## config.mk

```make
export PLATFORM = sky130hd
export DESIGN_NAME = ldr_div
export DESIGN_NICKNAME = d
export VERILOG_FILES = /design/src/ldr_div.sv
export SDC_FILE = /design/constraint.sdc
export NUM_CORES = 2
export LEC_CHECK = 0
export ABC_AREA = 0
export BUFFER_PORTS_ARGS = -buffer_cell sky130_fd_sc_hd__buf_2
export CELL_PAD_IN_SITES_DETAIL_PLACEMENT = 0
export CELL_PAD_IN_SITES_GLOBAL_PLACEMENT = 1
export CORE_UTILIZATION = 58
export CTS_CLUSTER_SIZE = 25
export DETAILED_ROUTE_END_ITERATION = 8
export PLACE_DENSITY_LB_ADDON = 0.3
export RECOVER_POWER = 25
export SLEW_MARGIN = 30
export SYNTH_ARGS = -nofsm -noshare
export SYNTH_HDL_FRONTEND = slang
export SYNTH_SLANG_ARGS = --single-unit
```

## constraint.sdc

```tcl
create_clock -name i_clk -period 8.53 [get_ports i_clk]
set_input_delay 1.706 -clock i_clk [delete_from_list [all_inputs] [get_ports i_clk]]
set_output_delay 1.706 -clock i_clk [all_outputs]
set_load 0.03 [all_outputs]
```

## src/ldr_div.sv

```systemverilog
// ----------------------------------------------------------------------------
// Lens distortion remap address: pipelined divider
// Restoring division, one quotient bit per register stage, computing
// (magnitude << FRAC) / denominator with the quotient truncated.
// ----------------------------------------------------------------------------
module ldr_div #(
    parameter int MAG_W = 16,
    parameter int DEN_W = 16,
    parameter int FRAC  = 24
) (
    input  logic                  i_clk,
    input  logic                  i_en,
    input  logic [MAG_W-1:0]      i_mag,
    input  logic                  i_neg,
    input  logic [DEN_W-1:0]      i_den,
    output logic [MAG_W+FRAC-1:0] o_quo,
    output logic                  o_neg
);
    localparam int Q_W = MAG_W + FRAC;

    // Each stage shifts one dividend bit out of the top of r_acc and the
    // new quotient bit into the bottom.
    logic [Q_W-1:0]   r_acc [Q_W];
    logic [DEN_W-1:0] r_rem [Q_W];
    logic             r_neg [Q_W];

    for (genvar k = 0; k < Q_W; k++) begin : g_stage
        logic [Q_W-1:0]   w_acc;
        logic [DEN_W-1:0] w_rem;
        logic             w_neg;
        logic [DEN_W:0]   w_trial;
        logic             w_ge;

        if (k == 0) begin : g_first
            assign w_acc = {i_mag, {FRAC{1'b0}}};
            assign w_rem = '0;
            assign w_neg = i_neg;
        end else begin : g_next
            assign w_acc = r_acc[k-1];
            assign w_rem = r_rem[k-1];
            assign w_neg = r_neg[k-1];
        end

        assign w_trial = {w_rem, w_acc[Q_W-1]};
        assign w_ge    = w_trial >= {1'b0, i_den};

        always_ff @(posedge i_clk) begin
            if (i_en) begin
                r_acc[k] <= {w_acc[Q_W-2:0], w_ge};
                r_rem[k] <= w_ge ? DEN_W'(w_trial - {1'b0, i_den}) : w_trial[DEN_W-1:0];
                r_neg[k] <= w_neg;
            end
        end
    end

    assign o_quo = r_acc[Q_W-1];
    assign o_neg = r_neg[Q_W-1];

endmodule

```

==> flow_metrics.tcl <==
set metrics [dict create \
    start_kind "primary input" \
    via_count 51400 \
    wl_mm 168 \
    synth_edf_count 1604 \
    fin_cells 8671 \
    end_kind "flop" \
    die_area_um2 145000 \
    cts_root_buffer "clkbuf_16" \
    h-tree-depth 4 \
    required_ps 9090 \
    antenna_found_initial 0 \
    synth_area_um2 83100 \
    post-route-period-util_pct 61.5 \
    cap_violations 0 \
    die_h_um 380 \
    cp.arrival_ps 5810 \
    ctsHoldBuffers 0 \
    yosysUniqueCellTypes 88 \
    place_area_um2 86200 \
    fillers 10500 \
    clk_pin_slew_ps 60 \
    max_slew_margin_pct 24.7 \
    drt-pass1-iter-count 8 \
    synth_top_area_cell "edfxtp_1" \
    fin_hold_ws_ps 406 \
    clk_path_buf_depth 3 \
    drc 0 \
    clkSinkCount 1604 \
    globalplace.congestion 0.865 \
    dp_slack_ps 2410 \
    synth-seq-cells 1604 \
    cp_slowest_stage_delay_ps 700 \
    drt_first_iter_violations 3531 \
    crit_chain "buf_4, inv_2, buf_4, ha_1, ha_1, nand4_1, nor3_1, a2111oi_0, and2_1, a21o_1, inv_1, o2111a_1, a221o_1" \
    numCtsBuffers 167 \
    hpwl_mm 114 \
    overflow 0 \
    io_pins 76 \
    synth_top_area_share_pct 58.0 \
    worst_path_max_delay_cell "a21o_1" \
    ant_nets 0 \
    postCtsResizedCells 0 \
    drive_gt1_share_pct 7.95 \
    ir_drop_v 0.000248 \
    async_reset_ff_share_pct 0 \
    synthFlopType "edfxtp_1" \
    grt_pass1_wl_mm 266 \
    skew_ps 49.9 \
    grt_pass1_vias 49800 \
    syn_area_per_cell_um2 12.9 \
    final-setup-viol-count 0 \
    worstMarginPinSlew_ps 1130 \
    worstSetupPathType "in2reg" \
    mappedNetlistNets 7120 \
    pwr_density_cell_nw_per_um2 387 \
    p_leak_nw 34.7 \
    cts_tree "done" \
    synth.most_common_cell "edfxtp_1" \
    drv_slew 0 \
    rsz0062_at_grt "false" \
    synth_cells 6422 \
    routedWlPerCell_um 19.3 \
    start_util_pct 58.6 \
    insertion_delay_ps 820 \
    path_max_fanout 30 \
    synth.area.top_cells "edfxtp_1 (58%), ha_1 (9.4%), mux2_1 (3.9%)" \
    diodes 0 \
    port_buffers 75 \
    synthToLayoutAreaGrowth_pct 10.5 \
    ys_top_cells_by_count "edfxtp_1 (1,604), ha_1 (625), nand2_1 (442)" \
    setup_tns_ps 0 \
    grtUsageTotal_pct 23.1 \
    fin_area_um2 91800 \
    setup_ws_ps 3280 \
    nets 7337 \
    place_inst 8360 \
    coreArea_um2 142000 \
    hold_path_class "reg2reg" \
    hold_viol 0 \
    yosysSeqAreaShare_pct 58.0 \
    period_minus_slack_ps 5250 \
    post_cts_buffers 0 \
    fmax_ghz 0.190 \
    die_width_um 380 \
    ys_warn_count 0 \
    row_count 138 \
    grt_max_degree 179 \
    outcome "finished clean" \
    vias_per_cell 5.93 \
]
==> critical path: cells and delay by family <==
family | cells | cell delay (ps)
adders and majority gates | 2 | 440
and+or+nand+nor | 3 | 430
AOI/OAI and AO/OA | 4 | 1810
buffers and inverters | 4 | 1370
==> state kept, by name, indices dropped and copies added (netlist names) <==
register  count
r_acc       940
r_neg        40
r_rem       624
==> layer usage <==
| layer | up-vias | wire length (um) | global-route usage, % |
|---|---|---|---|
| li1 | 25200 | - | - |
| met1 | 24700 | 76400 | 31.9 |
| met2 | 1149 | 78200 | 37.6 |
| met3 | 310 | 7520 | 3.24 |
| met4 | 0 | 5420 | 8.19 |
| met5 | - | 0 | 0 |
==> cell families after synthesis <==
logic type | count (synthesis) | share of synthesized area [%]
flip-flops | 1604 | 58.0
AO/OA/AOI/OAI | 1455 | 11.4
XOR/XNOR | 400 | 4.22
buffers and inverters | 304 | 1.46
multiplexers | 388 | 5.22
AND/OR/NAND/NOR | 1608 | 9.43
adder cells (fa/ha/maj) | 663 | 10.3
==> per-stage QoR <==
stage                     total power, W  util (%)
after global routing              0.0380      64.8
after CTS                         0.0357      64.8
after detailed placement          0.0282      60.8
after floorplan                   0.0246         -
final                             0.0356      64.8
after global placement            0.0278      60.7
==> power by group <==
group,leakage (nW),total (W),internal (W),switching [W]
combinational,16.3,0.0153,0.00681,0.00845
sequential,15.7,0.0129,0.0118,0.00116
clock,2.71,0.00735,0.00423,0.00312
total,34.7,0.0356,0.0228,0.0127
==> layout make-up <==
| type | instances | area [um2] | share of cell area [%] |
|---|---|---|---|
| clock buffers | 204 | 4340 | 4.73 |
| clock inverters | 107 | 1300 | 1.41 |
| inverters | 212 | 796 | 0.867 |
| multi-input cells | 4514 | 33800 | 36.8 |
| flip-flops and latches | 1604 | 48200 | 52.4 |
| well taps | 1890 | 2360 | 2.58 |
| repair buffers | 140 | 1030 | 1.12 |
==> path summary, 6_finish.rpt <==
check	end	cells after the start	slack, ps	from
worst max register to register	r_rem[2][41]	9	4780	r_rem[2][29]
worst min-delay path	r_acc[4][15]	0	410	r_acc[3][294]
worst max-delay path	r_rem[3][15]	13	3280	i_den[1]
worst min register to register	r_acc[4][15]	0	410	r_acc[3][294]
==> cell usage in the layout, fill, tap and decap left out, types with 114 or more instances in the layout <==
master / synthesis / final
a21o_1: 122 / 122
ha_1: 625 / 625
inv_1: 194 / 180
a21oi_1: 369 / 366
nor2b_1: 114 / 114
nand3_1: 114 / 114
o21ai_0: 175 / 175
nor2_1: 357 / 357
nor3_1: 150 / 150
clkbuf_16: 0 / 168
xor2_1: 129 / 129
edfxtp_1: 1604 / 1604
o21ai_1: 181 / 177
mux2_1: 286 / 286
nand2_1: 442 / 442
xnor2_1: 271 / 271
No activity file was read; power rests on OpenSTA's default activity.
